--- config.mk ---
export PLATFORM = sky130hd
export DESIGN_NAME = save_envelope_fletcher16_core
export DESIGN_NICKNAME = d
export VERILOG_FILES = /design/src/rtl/sef16_pkg.sv /design/src/rtl/save_envelope_fletcher16_core.sv /design/src/rtl/sef16_engine.sv /design/src/rtl/sef16_emitter.sv
export SDC_FILE = /design/constraint.sdc
export NUM_CORES = 1
export LEC_CHECK = 0
export BUFFER_PORTS_ARGS = -buffer_cell sky130_fd_sc_hd__buf_2
export CAP_MARGIN = 30
export CORE_ASPECT_RATIO = 1.5
export CORE_MARGIN = 4
export CORE_UTILIZATION = 30
export CTS_CLUSTER_DIAMETER = 200
export DETAILED_ROUTE_END_ITERATION = 10
export PLACE_DENSITY = 0.55
export SLEW_MARGIN = 20
export SYNTH_ARGS = -nofsm -noshare
export SYNTH_HDL_FRONTEND = slang
export SYNTH_HIERARCHICAL = 1
export SYNTH_SLANG_ARGS = --single-unit
--- constraint.sdc ---
create_clock -name clk_i -period 8.08 [get_ports clk_i]
set_clock_uncertainty 0.05 [all_clocks]
set_input_delay 1.212 -clock clk_i [delete_from_list [all_inputs] [get_ports clk_i]]
set_output_delay 1.212 -clock clk_i [all_outputs]
set_load 0.03 [all_outputs]
--- src/rtl/sef16_pkg.sv ---
// types, constants and helpers shared by the envelope framer/checker
// no dependencies
`timescale 1ns / 1ps

package sef16_pkg;

  localparam int unsigned HDR_LEN    = 8;
  localparam int unsigned HDR_IDX_W  = $clog2(HDR_LEN);
  localparam int unsigned CNT_W      = 17;
  localparam int unsigned LEN_W      = 16;
  localparam int unsigned CFG_IDX_W  = 2;
  localparam int unsigned CFG_DATA_W = 16;

  localparam logic [7:0] HDR_MAGIC0 = 8'h44;
  localparam logic [7:0] HDR_MAGIC1 = 8'h53;
  localparam logic [7:0] HDR_FLAGS  = 8'h00;
  localparam logic [7:0] MOD_BASE   = 8'hFF;

  localparam logic [CFG_IDX_W-1:0] CFG_MODE    = 2'd0;
  localparam logic [CFG_IDX_W-1:0] CFG_LENGTH  = 2'd1;
  localparam logic [CFG_IDX_W-1:0] CFG_VERSION = 2'd2;

  typedef struct packed {
    logic [7:0] data_byte;
    logic       last_byte;
  } in_item_t;

  typedef struct packed {
    logic [7:0] out_byte;
    logic       status;
    logic       final_res;
  } out_item_t;

  typedef struct packed {
    logic             mode;
    logic [LEN_W-1:0] payload_length;
    logic [7:0]       format_version;
  } cfg_t;

  typedef struct packed {
    logic       load;
    logic       burst;
    logic       err;
    logic [7:0] sum_low;
    logic [7:0] sum_high;
  } res_req_t;

  function automatic logic [7:0] add_mod255(input logic [7:0] a, input logic [7:0] b);
    logic [8:0] s;
    s = {1'b0, a} + {1'b0, b};
    if (s >= {1'b0, MOD_BASE}) begin
      s = s - {1'b0, MOD_BASE};
    end
    return s[7:0];
  endfunction

endpackage

--- src/rtl/save_envelope_fletcher16_core.sv ---
// an accepted byte is registered into stage 1; any results it causes are registered into the result register
// throughput: one byte per cycle while no byte waits; a build burst holds the output
// for its eight header bytes, and a byte that causes results waits until the result register is free
// reset: asynchronous, active low; clears config to check mode, length 1, version 1
// depends on sef16_pkg, sef16_engine, sef16_emitter
`timescale 1ns / 1ps

module save_envelope_fletcher16_core (
  input  logic                                clk_i,
  input  logic                                rst_ni,
  input  logic                                in_valid_i,
  output logic                                in_stall_o,
  input  sef16_pkg::in_item_t                 in_data_i,
  output logic                                out_valid_o,
  input  logic                                out_stall_i,
  output sef16_pkg::out_item_t                out_data_o,
  input  logic                                cfg_valid_i,
  output logic                                cfg_ready_o,
  input  logic [sef16_pkg::CFG_IDX_W-1:0]     cfg_index_i,
  input  logic [sef16_pkg::CFG_DATA_W-1:0]    cfg_data_i
);

  sef16_pkg::cfg_t     cfg_q;
  sef16_pkg::in_item_t s1_item_q;
  sef16_pkg::res_req_t req;
  logic                s1_valid_q, s1_valid_d;
  logic                fire, produces, emit_free, in_take, cfg_write;

  assign cfg_ready_o = !s1_valid_q && !out_valid_o;
  assign cfg_write   = cfg_valid_i && cfg_ready_o;
  assign fire        = s1_valid_q && (!produces || emit_free);
  assign in_stall_o  = s1_valid_q && !fire;
  assign in_take     = in_valid_i && !in_stall_o;
  assign s1_valid_d  = in_take || (s1_valid_q && !fire);

  always_ff @(posedge clk_i or negedge rst_ni) begin
    if (!rst_ni) begin
      s1_valid_q           <= 1'b0;
      cfg_q.mode           <= 1'b0;
      cfg_q.payload_length <= 16'd1;
      cfg_q.format_version <= 8'd1;
    end else begin
      s1_valid_q <= s1_valid_d;
      if (cfg_write) begin
        unique case (cfg_index_i)
          sef16_pkg::CFG_MODE:    cfg_q.mode           <= cfg_data_i[0];
          sef16_pkg::CFG_LENGTH:  cfg_q.payload_length <= cfg_data_i;
          sef16_pkg::CFG_VERSION: cfg_q.format_version <= cfg_data_i[7:0];
          default: ;
        endcase
      end
    end
  end

  always_ff @(posedge clk_i) begin
    if (in_take) begin
      s1_item_q <= in_data_i;
    end
  end

  sef16_engine u_engine (
    .clk_i       (clk_i),
    .rst_ni      (rst_ni),
    .cfg_i       (cfg_q),
    .cfg_write_i (cfg_write),
    .item_i      (s1_item_q),
    .fire_i      (fire),
    .produces_o  (produces),
    .req_o       (req)
  );

  sef16_emitter u_emitter (
    .clk_i       (clk_i),
    .rst_ni      (rst_ni),
    .cfg_i       (cfg_q),
    .req_i       (req),
    .free_o      (emit_free),
    .out_valid_o (out_valid_o),
    .out_stall_i (out_stall_i),
    .out_data_o  (out_data_o)
  );

endmodule

--- src/rtl/sef16_engine.sv ---
// run state: byte count, fletcher sums, header capture and result decision
// depends on sef16_pkg
`timescale 1ns / 1ps

module sef16_engine (
  input  logic                clk_i,
  input  logic                rst_ni,
  input  sef16_pkg::cfg_t     cfg_i,
  input  logic                cfg_write_i,
  input  sef16_pkg::in_item_t item_i,
  input  logic                fire_i,
  output logic                produces_o,
  output sef16_pkg::res_req_t req_o
);

  localparam logic [1:0] PH_COLLECT = 2'd0;
  localparam logic [1:0] PH_DRAIN   = 2'd1;

  logic [1:0]                     phase_q, phase_d;
  logic [sef16_pkg::CNT_W-1:0]    cnt_q, cnt_d, cnt_inc, expected;
  logic [7:0]                     lo_q, lo_d, hi_q, hi_d;
  logic [7:0]                     lo_add, hi_add, lo_new, hi_new;
  logic [7:0]                     hs_q   [sef16_pkg::HDR_LEN];
  logic [7:0]                     hs_eff [sef16_pkg::HDR_LEN];
  logic [sef16_pkg::HDR_IDX_W-1:0] hs_idx;
  logic                           hs_we, hdr_wr_en, zero_build, done, bad;

  always_comb begin
    hs_idx     = cnt_q[sef16_pkg::HDR_IDX_W-1:0];
    hdr_wr_en  = !cfg_i.mode && (cnt_q[sef16_pkg::CNT_W-1:sef16_pkg::HDR_IDX_W] == '0);
    zero_build = cfg_i.mode && (cfg_i.payload_length == '0);
    lo_add     = sef16_pkg::add_mod255(lo_q, item_i.data_byte);
    hi_add     = sef16_pkg::add_mod255(hi_q, lo_add);
    lo_new     = hdr_wr_en ? lo_q : lo_add;
    hi_new     = hdr_wr_en ? hi_q : hi_add;
    cnt_inc    = cnt_q + 17'd1;
    expected   = cfg_i.mode ? {1'b0, cfg_i.payload_length}
                            : {1'b0, cfg_i.payload_length} + 17'(sef16_pkg::HDR_LEN);
    done       = (cnt_inc == expected);
    for (int k = 0; k < sef16_pkg::HDR_LEN; k++) begin
      hs_eff[k] = (hdr_wr_en && hs_idx == sef16_pkg::HDR_IDX_W'(k)) ? item_i.data_byte
                                                                    : hs_q[k];
    end
    bad = (hs_eff[0] != sef16_pkg::HDR_MAGIC0) ||
          (hs_eff[1] != sef16_pkg::HDR_MAGIC1) ||
          (hs_eff[2] != cfg_i.format_version) ||
          (hs_eff[4] != cfg_i.payload_length[7:0]) ||
          (hs_eff[5] != cfg_i.payload_length[15:8]) ||
          (hs_eff[6] != lo_new) ||
          (hs_eff[7] != hi_new);
  end

  always_comb begin
    phase_d    = phase_q;
    cnt_d      = cnt_q;
    lo_d       = lo_q;
    hi_d       = hi_q;
    hs_we      = 1'b0;
    produces_o = 1'b0;
    req_o      = '0;
    unique case (phase_q)
      PH_COLLECT: begin
        if (zero_build) begin
          produces_o = 1'b1;
          req_o.err  = 1'b1;
          if (fire_i) begin
            cnt_d   = '0;
            lo_d    = '0;
            hi_d    = '0;
            phase_d = item_i.last_byte ? PH_COLLECT : PH_DRAIN;
          end
        end else if (done) begin
          produces_o     = 1'b1;
          req_o.burst    = cfg_i.mode;
          req_o.err      = !cfg_i.mode && bad;
          req_o.sum_low  = lo_new;
          req_o.sum_high = hi_new;
          if (fire_i) begin
            hs_we   = hdr_wr_en;
            cnt_d   = '0;
            lo_d    = '0;
            hi_d    = '0;
            phase_d = item_i.last_byte ? PH_COLLECT : PH_DRAIN;
          end
        end else if (item_i.last_byte) begin
          produces_o = 1'b1;
          req_o.err  = 1'b1;
          if (fire_i) begin
            hs_we = hdr_wr_en;
            cnt_d = '0;
            lo_d  = '0;
            hi_d  = '0;
          end
        end else if (fire_i) begin
          hs_we = hdr_wr_en;
          cnt_d = cnt_inc;
          lo_d  = lo_new;
          hi_d  = hi_new;
        end
      end
      PH_DRAIN: begin
        if (fire_i && item_i.last_byte) begin
          phase_d = PH_COLLECT;
        end
      end
      default: begin
        phase_d = PH_COLLECT;
        cnt_d   = '0;
        lo_d    = '0;
        hi_d    = '0;
      end
    endcase
    req_o.load = fire_i && produces_o;
    if (cfg_write_i) begin
      phase_d = PH_COLLECT;
      cnt_d   = '0;
      lo_d    = '0;
      hi_d    = '0;
      hs_we   = 1'b0;
    end
  end

  always_ff @(posedge clk_i or negedge rst_ni) begin
    if (!rst_ni) begin
      phase_q <= PH_COLLECT;
      cnt_q   <= '0;
      lo_q    <= '0;
      hi_q    <= '0;
    end else begin
      phase_q <= phase_d;
      cnt_q   <= cnt_d;
      lo_q    <= lo_d;
      hi_q    <= hi_d;
    end
  end

  always_ff @(posedge clk_i) begin
    if (hs_we) begin
      hs_q[hs_idx] <= item_i.data_byte;
    end
  end

endmodule

--- src/rtl/sef16_emitter.sv ---
// result register: one status or an eight-byte header burst, one per transaction
// depends on sef16_pkg
`timescale 1ns / 1ps

module sef16_emitter (
  input  logic                 clk_i,
  input  logic                 rst_ni,
  input  sef16_pkg::cfg_t      cfg_i,
  input  sef16_pkg::res_req_t  req_i,
  output logic                 free_o,
  output logic                 out_valid_o,
  input  logic                 out_stall_i,
  output sef16_pkg::out_item_t out_data_o
);

  localparam int unsigned REM_W = $clog2(sef16_pkg::HDR_LEN + 1);

  logic [REM_W-1:0]                rem_q, rem_d;
  logic [sef16_pkg::HDR_IDX_W-1:0] idx_q, idx_d;
  logic                            burst_q, err_q;
  logic [7:0]                      lo_q, hi_q, hdr_byte;
  logic                            take;

  assign take   = out_valid_o && !out_stall_i;
  assign free_o = (rem_q == '0) || ((rem_q == REM_W'(1)) && take);

  always_comb begin
    rem_d = rem_q;
    idx_d = idx_q;
    if (take) begin
      rem_d = rem_q - REM_W'(1);
      idx_d = idx_q + sef16_pkg::HDR_IDX_W'(1);
    end
    if (req_i.load) begin
      rem_d = req_i.burst ? REM_W'(sef16_pkg::HDR_LEN) : REM_W'(1);
      idx_d = '0;
    end
  end

  always_comb begin
    case (idx_q)
      3'd0:    hdr_byte = sef16_pkg::HDR_MAGIC0;
      3'd1:    hdr_byte = sef16_pkg::HDR_MAGIC1;
      3'd2:    hdr_byte = cfg_i.format_version;
      3'd3:    hdr_byte = sef16_pkg::HDR_FLAGS;
      3'd4:    hdr_byte = cfg_i.payload_length[7:0];
      3'd5:    hdr_byte = cfg_i.payload_length[15:8];
      3'd6:    hdr_byte = lo_q;
      default: hdr_byte = hi_q;
    endcase
  end

  assign out_valid_o          = (rem_q != '0);
  assign out_data_o.out_byte  = burst_q ? hdr_byte : 8'h00;
  assign out_data_o.status    = err_q;
  assign out_data_o.final_res = !burst_q || (rem_q == REM_W'(1));

  always_ff @(posedge clk_i or negedge rst_ni) begin
    if (!rst_ni) begin
      rem_q <= '0;
      idx_q <= '0;
    end else begin
      rem_q <= rem_d;
      idx_q <= idx_d;
    end
  end

  always_ff @(posedge clk_i) begin
    if (req_i.load) begin
      burst_q <= req_i.burst;
      err_q   <= req_i.err;
      lo_q    <= req_i.sum_low;
      hi_q    <= req_i.sum_high;
    end
  end

endmodule

==> impl_metrics.toml, run 1 <==
[worst_setup_path]
crit_path_max_incr_delay_ns = 0.63
cp_max_fo = 16
start_kind = "register"
critPathSlowestCell = "o31ai_1"
endpoint_kind = "register"
crit_top_cell = "nor2_1"
cp.required_ns = 8.20
cp_data_arrival_time_ns = 7.10
path_class = "reg2reg"
crit_chain = "buf_4, ha_1, fa_1, a211oi_1, nor2_1, nor2_1, nand4b_1, o21ai_2, xor2_1, ha_1, inv_1, fa_1, nand2b_1, a211o_1, a31oi_1, nor2_1, and4_1, o31ai_1, mux2i_1, or2_0, o2111ai_1, o41ai_1, a21boi_1"

[cts]
post_cts_buffers = 0
post_cts_resized = 0
h-tree-depth = 4
clk_pin_slew_ns = 0.07
cts_hold_buf = 0
root_buffer = "clkbuf_16"
cts_max_path_buffers = 2
clkLatencyLatePin_ns = 0.44
tritoncts = "built"
cts_buffers = 17
clkSinkCount = 150

[cells_and_area]
final_cell_mix = "nand2_1 (90), edfxtp_1 (83), dfrtp_1 (65), o21ai_0 (52), nor2_1 (50)"
layout_commonest_cell = "nand2_1"
drive_gt1_frac = 0.152
num_antenna_cells = 0
area_growth_pct = 12.8
fillers = 3353
layout.nets = 1118

[sta]
setup_viol = 0
maxSlewHeadroom = 0.449
max_freq_ghz = 0.143
fin_ws_ns = 1.10
fin_tns_setup_ns = 0
period_needed_ns = 6.98
slew_viol_final = 0
fin_crit_sh = 0.863
hold_viol_final = 0
worst_pin_slew_ns = 0.819
rsz0062_at_grt = "false"

[logic_synthesis]
ys_seq_area_frac = 0.414
synth_edf_count = 83
syn_inst = 1022
async_reset_ff_frac = 0.447
ys_types = 91
synth_ff_type = "edfxtp_1"
yosysTopAreaCellShare = 0.248
synth_nets = 1087
yosysWarnings = 6
synth_area_mm2 = 0.0101
syn_area_per_cell_um2 = 9.85
synth_largest_area_cell = "edfxtp_1"
ys_ff_latch = 150
synth_area_leaders = "edfxtp_1 (25%), dfrtp_1 (16%), xnor2_1 (4.2%), ha_1 (3.9%), xor2_1 (3.7%)"

[floorplanning]
initial_core_util = 0.307
ioPinCount = 45
die_w_um = 158
die_area_mm2 = 0.0366
dieHeight_um = 232
num_rows = 81
coreArea_mm2 = 0.0328

[pwr]
power_leakage_nw = 4.43
comb_power_share = 0.519
power.share.clock = 0.185
p_int_mw = 2.27
power_frac_seq = 0.295
report.power.total_mw = 4.29
p_switching_mw = 2.02
p_per_area_mw_per_mm2 = 378
vdd_drop_max_mv = 0.134
swShare = 0.471

[detailed_routing]
route.vias.total = 8430
firstDrtPassIters = 5
vias_per_cell = 5.69
drc = 0
ant_nets = 0
wl_um = 32900
initialDrtViolationCount = 717
routedWlPerCell_um = 22.2

[placement]
routabilityCongestion = 0.908
port_buffers = 44
place_ws_ns = 1.18
dp_hpwl_um = 24300

[flow_run]
max_cap_viol_count = 0

[status]
status = "completed"

[global_routing]
grt_pass1_wl_um = 50000
antenna_found_initial = 0
grt_pass1_vias = 8318
grt_start_max_net_pins = 68
grt_overflow = 0
track_usage = 0.180

[worst_hold_path]
hold_path.class = "reg2reg"
## registers in the layout, indices dropped and copies added (netlist names), 8 cells and up
signal and cells:
u_engine/lo_q 8, u_emitter/hi_q 8, s1_item_q 9, cfg_q 25, u_engine/hs_q 56, u_emitter/lo_q 8, u_engine/cnt_q 17, u_engine/hi_q 8
## synth_stat cells, drive strengths merged (15+ instances only)
master  number
clkbuf      38
nand2       90
xor2        43
dfrtp       65
nor2        51
mux2i       31
o21ai       54
xnor2       48
and3        17
nor4        19
inv         44
nand3       46
ha          31
nand4       17
edfxtp      83
mux2        32
buf         15
nor3        33
a21oi       46
## critical path, delay by kind of cell (launching register included)
family	cells	cell delay, ns
AO/OA/AOI/OAI	8	2.76
adder cells (fa/ha/maj)	4	1.28
buffers and inverters	2	0.25
flip-flops	1	0.36
multiplexers	1	0.27
XOR/XNOR	1	0.29
AND/OR/NAND/NOR	7	1.41
## worst paths after layout
kind | from | end | slack (ns) | depth (start not counted)
max | s1_item_q[1] | u_emitter/err_q | 1.10 | 23
min | u_engine/cnt_q[16] | u_engine/cnt_q[16] | 0.51 | 2
max reg2reg | s1_item_q[1] | u_emitter/err_q | 1.10 | 23
min reg2reg | u_engine/cnt_q[16] | u_engine/cnt_q[16] | 0.51 | 2
max in group asynchronous | rst_ni | u_engine/lo_q[3] | 6.70 | 3
min in group asynchronous | rst_ni | u_emitter/idx_q[1] | 0.73 | 2
## through the flow
step	instance area, um2	instances	util	hold slack, ns
3_3_place_gp	10700	1445	0.326	0.485
2_1_floorplan	10100	1022	-	0.426
3_5_place_dp	10700	1446	0.327	0.492
4_1_cts	11300	1478	0.344	0.508
5_1_grt	11400	1481	0.346	0.525
6_report	11400	1481	0.346	0.511
## per-layer routing
| metal | routed length, um | part of all wire | track usage |
|---|---|---|---|
| met3 | 1490 | 0.045 | 0.0272 |
| met1 | 12600 | 0.38 | 0.208 |
| met5 | 0 | 0 | 0 |
| met2 | 17200 | 0.52 | 0.320 |
| met4 | 1680 | 0.051 | 0.0861 |
## logic make-up after synthesis
| kind of cell | share of synthesized area |
|---|---|
| adder cells (fa/ha/maj) | 0.0425 |
| flip-flops | 0.414 |
| XOR/XNOR | 0.0792 |
| buffers and inverters | 0.0394 |
| multiplexers | 0.0704 |
| AND/OR/NAND/NOR | 0.190 |
| AO/OA/AOI/OAI | 0.164 |
## final cells by class
| type | count | area (um2) | area share |
|---|---|---|---|
| timing repair buffer | 65 | 407 | 0.0358 |
| inverter | 44 | 165 | 0.0146 |
| clock inverter | 14 | 153 | 0.0134 |
| sequential | 150 | 4170 | 0.368 |
| clock buffer | 18 | 429 | 0.0378 |
| multi-input combinational | 775 | 5510 | 0.485 |
| tap | 415 | 519 | 0.0457 |
## power by group through the flow
stage          registers, mW  logic (mW)  clock network [mW]
2_1_floorplan           1.13        1.64                   0
3_3_place_gp            1.28        2.17                   0
3_5_place_dp            1.28        2.19                   0
4_1_cts                 1.27        2.20               0.810
5_1_grt                 1.29        2.43               0.844
6_report                1.27        2.23               0.796
Note: power is estimated with default switching activity, not from simulation.
==> run 2, diff against run 1 <==
==> constraint.sdc (replaced) <==
create_clock -name clk_i -period 8.08 [get_ports clk_i]
set_clock_uncertainty 0.05 [all_clocks]
set_input_delay 1.616 -clock clk_i [delete_from_list [all_inputs] [get_ports clk_i]]
set_output_delay 1.616 -clock clk_i [all_outputs]
set_load 0.03 [all_outputs]
==> run 2 against run 1 <==
Critical endpoint unchanged. Count of clock-buffer cells in the layout down 1. Highest routed layer unchanged. Largest cell class unchanged. First-iteration DRC count down 12%. Cell area is essentially flat. Non-clock buffer count fell by 3. Largest power group unchanged. Critical path type unchanged. Combinational power is essentially flat. Global-route usage is 0.25 points lower. Register-to-register slack better by 0.05 ns.
==> impl_metrics.toml, run 2 (synthesized netlist as in run 1, its figures left out) <==
[status]
status = "completed"

[cts]
post_cts_resized = 0
clkLatencyLatePin_ns = 0.44
tritoncts = "built"
cts_hold_buf = 0
clkSinkCount = 150
cts_max_path_buffers = 2
h-tree-depth = 4
root_buffer = "clkbuf_16"
post_cts_buffers = 0
clk_pin_slew_ns = 0.07
cts_buffers = 17

[cells_and_area]
largest_register = "u_engine/hs_q"
final_cell_mix = "nand2_1 (90), edfxtp_1 (83), dfrtp_1 (65), o21ai_0 (52), nor2_1 (50)"
final_cells = 1479
multi_input_area_mm2 = 0.00552
layout_commonest_cell = "nand2_1"
regArea_mm2 = 0.00417
area_growth_pct = 12.8
drive_gt1_frac = 0.151
design_area_mm2 = 0.0114
fin_util = 0.346
largestRegisters = "u_engine/hs_q: 56 flops, cfg_q: 25 flops, u_engine/cnt_q: 17 flops"
largest_register_ffs = 56
layout.nets = 1115
fillers = 3366

[worst_setup_path]
r2r_cells = 23
rrSetupSlack_ns = 1.16
cp.required_ns = 8.20
r2r_start = "s1_item_q[1]"
path_class = "reg2reg"
start_kind = "register"
crit_start = "s1_item_q[1]"
cp_max_fo = 16
crit-reg2reg-capture = "u_emitter/err_q"
endpoint_kind = "register"
cp_data_arrival_time_ns = 7.04
endpoint = "u_emitter/err_q"

[floorplanning]
ioPinCount = 45
die_area_mm2 = 0.0366
coreArea_mm2 = 0.0328
die_w_um = 158
initial_core_util = 0.307
num_rows = 81
dieHeight_um = 232

[global_routing]
grt_start_max_net_pins = 68
track_usage = 0.177
grt_pass1_vias = 8113
antenna_found_initial = 0
grt_overflow = 0
grt_pass1_wl_um = 49100

[detailed_routing]
vias_per_cell = 5.68
wl_um = 32600
firstDrtPassIters = 5
route.vias.total = 8398
initialDrtViolationCount = 629
routedWlPerCell_um = 22.0
drc = 0
ant_nets = 0

[pwr]
vdd_drop_max_mv = 0.146
p_per_area_mw_per_mm2 = 379
report.power.total_mw = 4.31
power_leakage_nw = 4.43

[sta]
setup_viol = 0
worst_pin_slew_ns = 0.973
hold_ws_ns = 0.510
fin_tns_setup_ns = 0
hold_viol_final = 0
slew_viol_final = 0
max_freq_ghz = 0.144
period_needed_ns = 6.92
fin_ws_ns = 1.16
rsz0062_at_grt = "false"
maxSlewHeadroom = 0.351
fin_crit_sh = 0.857

[placement]
routabilityCongestion = 0.905
dp_cells = 1445
port_buffers = 44
place_ws_ns = 1.19
dp_hpwl_um = 24000
dpl-instance-area_mm2 = 0.0107

[flow_run]
max_cap_viol_count = 0

[worst_hold_path]
hold_path.class = "reg2reg"
[run 2: cell count changes in the layout (fill, tap and decap cells not counted), sizes merged]
cell / change
inv: +8
clkinv: -6
buf: -3
clkbuf: -1
clkinvlp: -1
diode: +1
[run 2: final cells by class]
| type | count | share of cell area |
|---|---|---|
| Tap cell | 415 | 0.0457 |
| Inverter | 44 | 0.0145 |
| Clock inverter | 15 | 0.0159 |
| Antenna cell | 1 | 0.000220 |
| Clock buffer | 17 | 0.0375 |
| Timing Repair Buffer | 62 | 0.0331 |
| Multi-Input combinational cell | 775 | 0.486 |
| Sequential cell | 150 | 0.367 |
[run 2: worst min path at each step]
stage | startpoint | endpoint | slack [ns] | cells after the start
2_1_floorplan | u_engine/lo_q[2] | u_engine/lo_q[2] | 0.43 | 2
3_3_place_gp | u_engine/cnt_q[16] | u_engine/cnt_q[16] | 0.49 | 2
3_5_place_dp | u_engine/cnt_q[16] | u_engine/cnt_q[16] | 0.49 | 2
4_1_cts | u_engine/cnt_q[16] | u_engine/cnt_q[16] | 0.51 | 2
5_1_grt | u_engine/cnt_q[10] | u_engine/cnt_q[10] | 0.55 | 1
6_report | u_engine/cnt_q[16] | u_engine/cnt_q[16] | 0.51 | 2
[run 2: metal layers]
layer / vias up / routed length, um / GRT usage / share of wire
li1: 3887 / - / - / -
met1: 4139 / 12400 / 0.203 / 0.38
met2: 283 / 17200 / 0.318 / 0.53
met3: 89 / 1410 / 0.0263 / 0.043
met4: 0 / 1640 / 0.0856 / 0.050
met5: - / 0 / 0 / 0
[run 2: critical path: stages (launching register included)]
cell,delay (ns)
edfxtp_1,0.36
buf_4,0.20
ha_1,0.25
fa_1,0.42
a211oi_1,0.36
o21ai_0,0.15
a32oi_1,0.40
nand2b_2,0.14
o21ai_2,0.54
xor2_1,0.29
ha_1,0.22
inv_1,0.06
fa_1,0.40
nand2b_1,0.18
a211o_1,0.29
a31oi_1,0.26
nor2_1,0.17
and4_1,0.24
o31ai_1,0.61
mux2i_1,0.24
or2_0,0.12
o2111ai_1,0.13
o41ai_1,0.43
a21boi_1,0.11
[run 2: power by group]
| part | switching (mW) | total [mW] | internal (mW) |
|---|---|---|---|
| clock network | 0.363 | 0.832 | 0.469 |
| registers | 0.266 | 1.27 | 0.999 |
| logic | 1.40 | 2.21 | 0.806 |
==> run 3, diff against run 2 <==
==> constraint.sdc (replaced) <==
create_clock -name clk_i -period 7.6 [get_ports clk_i]
set_clock_uncertainty 0.05 [all_clocks]
set_input_delay 1.52 -clock clk_i [delete_from_list [all_inputs] [get_ports clk_i]]
set_output_delay 1.52 -clock clk_i [all_outputs]
set_load 0.03 [all_outputs]
==> run 3 against run 2 <==
Global-route usage rose by 0.15 points. Sequential power rose by 6%. Core utilization barely moved. Total power rose by 5.6%. Clock power rose by 2.9%. Critical path type unchanged. Critical endpoint unchanged.
==> impl_metrics.toml, run 3 (synthesized netlist as in run 1, its figures left out) <==
[worst_setup_path]
r2r_cells = 21
path_class = "reg2reg"
endpoint_kind = "register"
cp_max_fo = 12
crit-reg2reg-capture = "u_emitter/err_q"
r2r_start = "u_engine/lo_q[0]"
cp_data_arrival_time_ns = 6.91
start_kind = "register"
cp.required_ns = 7.72
rrSetupSlack_ns = 0.82

[detailed_routing]
drc = 0
route.vias.total = 8356
ant_nets = 0
firstDrtPassIters = 6
routedWlPerCell_um = 22.0
initialDrtViolationCount = 612
wl_um = 32600
vias_per_cell = 5.65

[placement]
dp_cells = 1448
dp_hpwl_um = 24200
routabilityCongestion = 0.922
port_buffers = 44

[cts]
h-tree-depth = 4
clk_pin_slew_ns = 0.06
cts_buffers = 17
post_cts_resized = 0
tritoncts = "built"
cts_hold_buf = 0
clkSinkCount = 150
cts_max_path_buffers = 2
post_cts_buffers = 0
clkLatencyLatePin_ns = 0.44
root_buffer = "clkbuf_16"

[sta]
fin_tns_setup_ns = 0
max_freq_ghz = 0.147
hold_viol_final = 0
worst_pin_slew_ns = 0.977
setup_viol = 0
maxSlewHeadroom = 0.349
fin_crit_sh = 0.893
period_needed_ns = 6.78
slew_viol_final = 0
rsz0062_at_grt = "false"

[global_routing]
grt_start_max_net_pins = 68
gr-usage-met2 = 0.324
grt_overflow = 0
grt.busiest_layer = "met2"
track_usage = 0.179
grt_util_met1 = 0.200
grt_pass1_vias = 8398
grt_pass1_wl_um = 49700
antenna_found_initial = 0
met3_usage = 0.0267

[cells_and_area]
largest_register = "u_engine/hs_q"
num_antenna_cells = 0
largest_register_ffs = 56
layout.nets = 1118
layout_commonest_cell = "nand2_1"
largestRegisters = "u_engine/hs_q: 56 flops, cfg_q: 25 flops, u_engine/cnt_q: 17 flops"
drive_gt1_frac = 0.150
multi_input_area_mm2 = 0.00551
final_cell_mix = "nand2_1 (90), edfxtp_1 (83), dfrtp_1 (65), o21ai_0 (52), nor2_1 (50)"
fillers = 3375
final_cells = 1480
regArea_mm2 = 0.00417
area_growth_pct = 12.8

[worst_hold_path]
min-delay-start = "u_engine/cnt_q[16]"
whs_path_depth = 2
hold_path.class = "reg2reg"
holdPathEnd = "u_engine/cnt_q[16]"

[floorplanning]
die_area_mm2 = 0.0366
dieHeight_um = 232
ioPinCount = 45
die_w_um = 158
num_rows = 81
initial_core_util = 0.307
coreArea_mm2 = 0.0328

[pwr]
p_per_area_mw_per_mm2 = 401
power_leakage_nw = 4.42
vdd_drop_max_mv = 0.139

[flow_run]
max_cap_viol_count = 0

[status]
status = "completed"
[run 3: how the worst max path moves through the flow]
stage                          start         endpoint  slack, ns
floorplan               s1_item_q[1]  u_emitter/err_q       1.67
global placement    u_engine/lo_q[0]  u_emitter/err_q       1.04
detailed placement      s1_item_q[1]  u_emitter/err_q       0.94
CTS                 u_engine/lo_q[0]  u_emitter/err_q       0.85
global route            s1_item_q[1]  u_emitter/err_q       0.30
finish              u_engine/lo_q[0]  u_emitter/err_q       0.82
[run 3: per-stage QoR]
stage	instance area [um2]	worst slack [ns]	utilization	hold WS, ns	power (mW)
floorplan	10100	1.67	-	0.426	2.95
detailed placement	10700	0.941	0.327	0.484	3.68
finish	11400	0.815	0.346	0.523	4.55
global route	11400	0.302	0.346	0.547	4.84
CTS	11300	0.854	0.345	0.510	4.55
global placement	10700	1.04	0.327	0.485	3.65
[run 3: per-layer routing]
layer,part of all wire,wire (um),vias to the layer above
met5,0,0,-
met4,0.057,1850,0
met3,0.037,1220,87
met2,0.53,17200,266
met1,0.38,12300,4116
li1,-,-,3887
[run 3: area by class of cell]
class	count	share of cell area
clock buffer	18	0.0378
clock inverter	13	0.0140
tap	415	0.0457
timing repair buffer	65	0.0357
inverter	44	0.0145
sequential	150	0.367
multi-input combinational	775	0.485
[run 3: power breakdown]
| part | internal (mW) | switching [mW] | total (mW) |
|---|---|---|---|
| registers | 1.06 | 0.272 | 1.34 |
| logic | 0.862 | 1.50 | 2.36 |
| clock network | 0.512 | 0.344 | 0.856 |
| total | 2.44 | 2.11 | 4.55 |
[run 3: critical path, cell delays in order, from the launching register on]
cell and delay [ns]:
dfrtp_1 0.42, ha_1 0.23, fa_1 0.44, a211oi_1 0.37, o21ai_0 0.17, a32oi_1 0.40, nand2b_2 0.14, o21ai_2 0.53
nand2_1 0.14, xnor2_1 0.42, ha_1 0.37, a21o_1 0.20, a21oi_1 0.33, nand3_1 0.17, a211oi_2 0.37, a31oi_1 0.26
o311ai_1 0.62, xnor2_1 0.13, nor4_1 0.19, o22ai_1 0.12, o41ai_1 0.36, a21boi_1 0.10
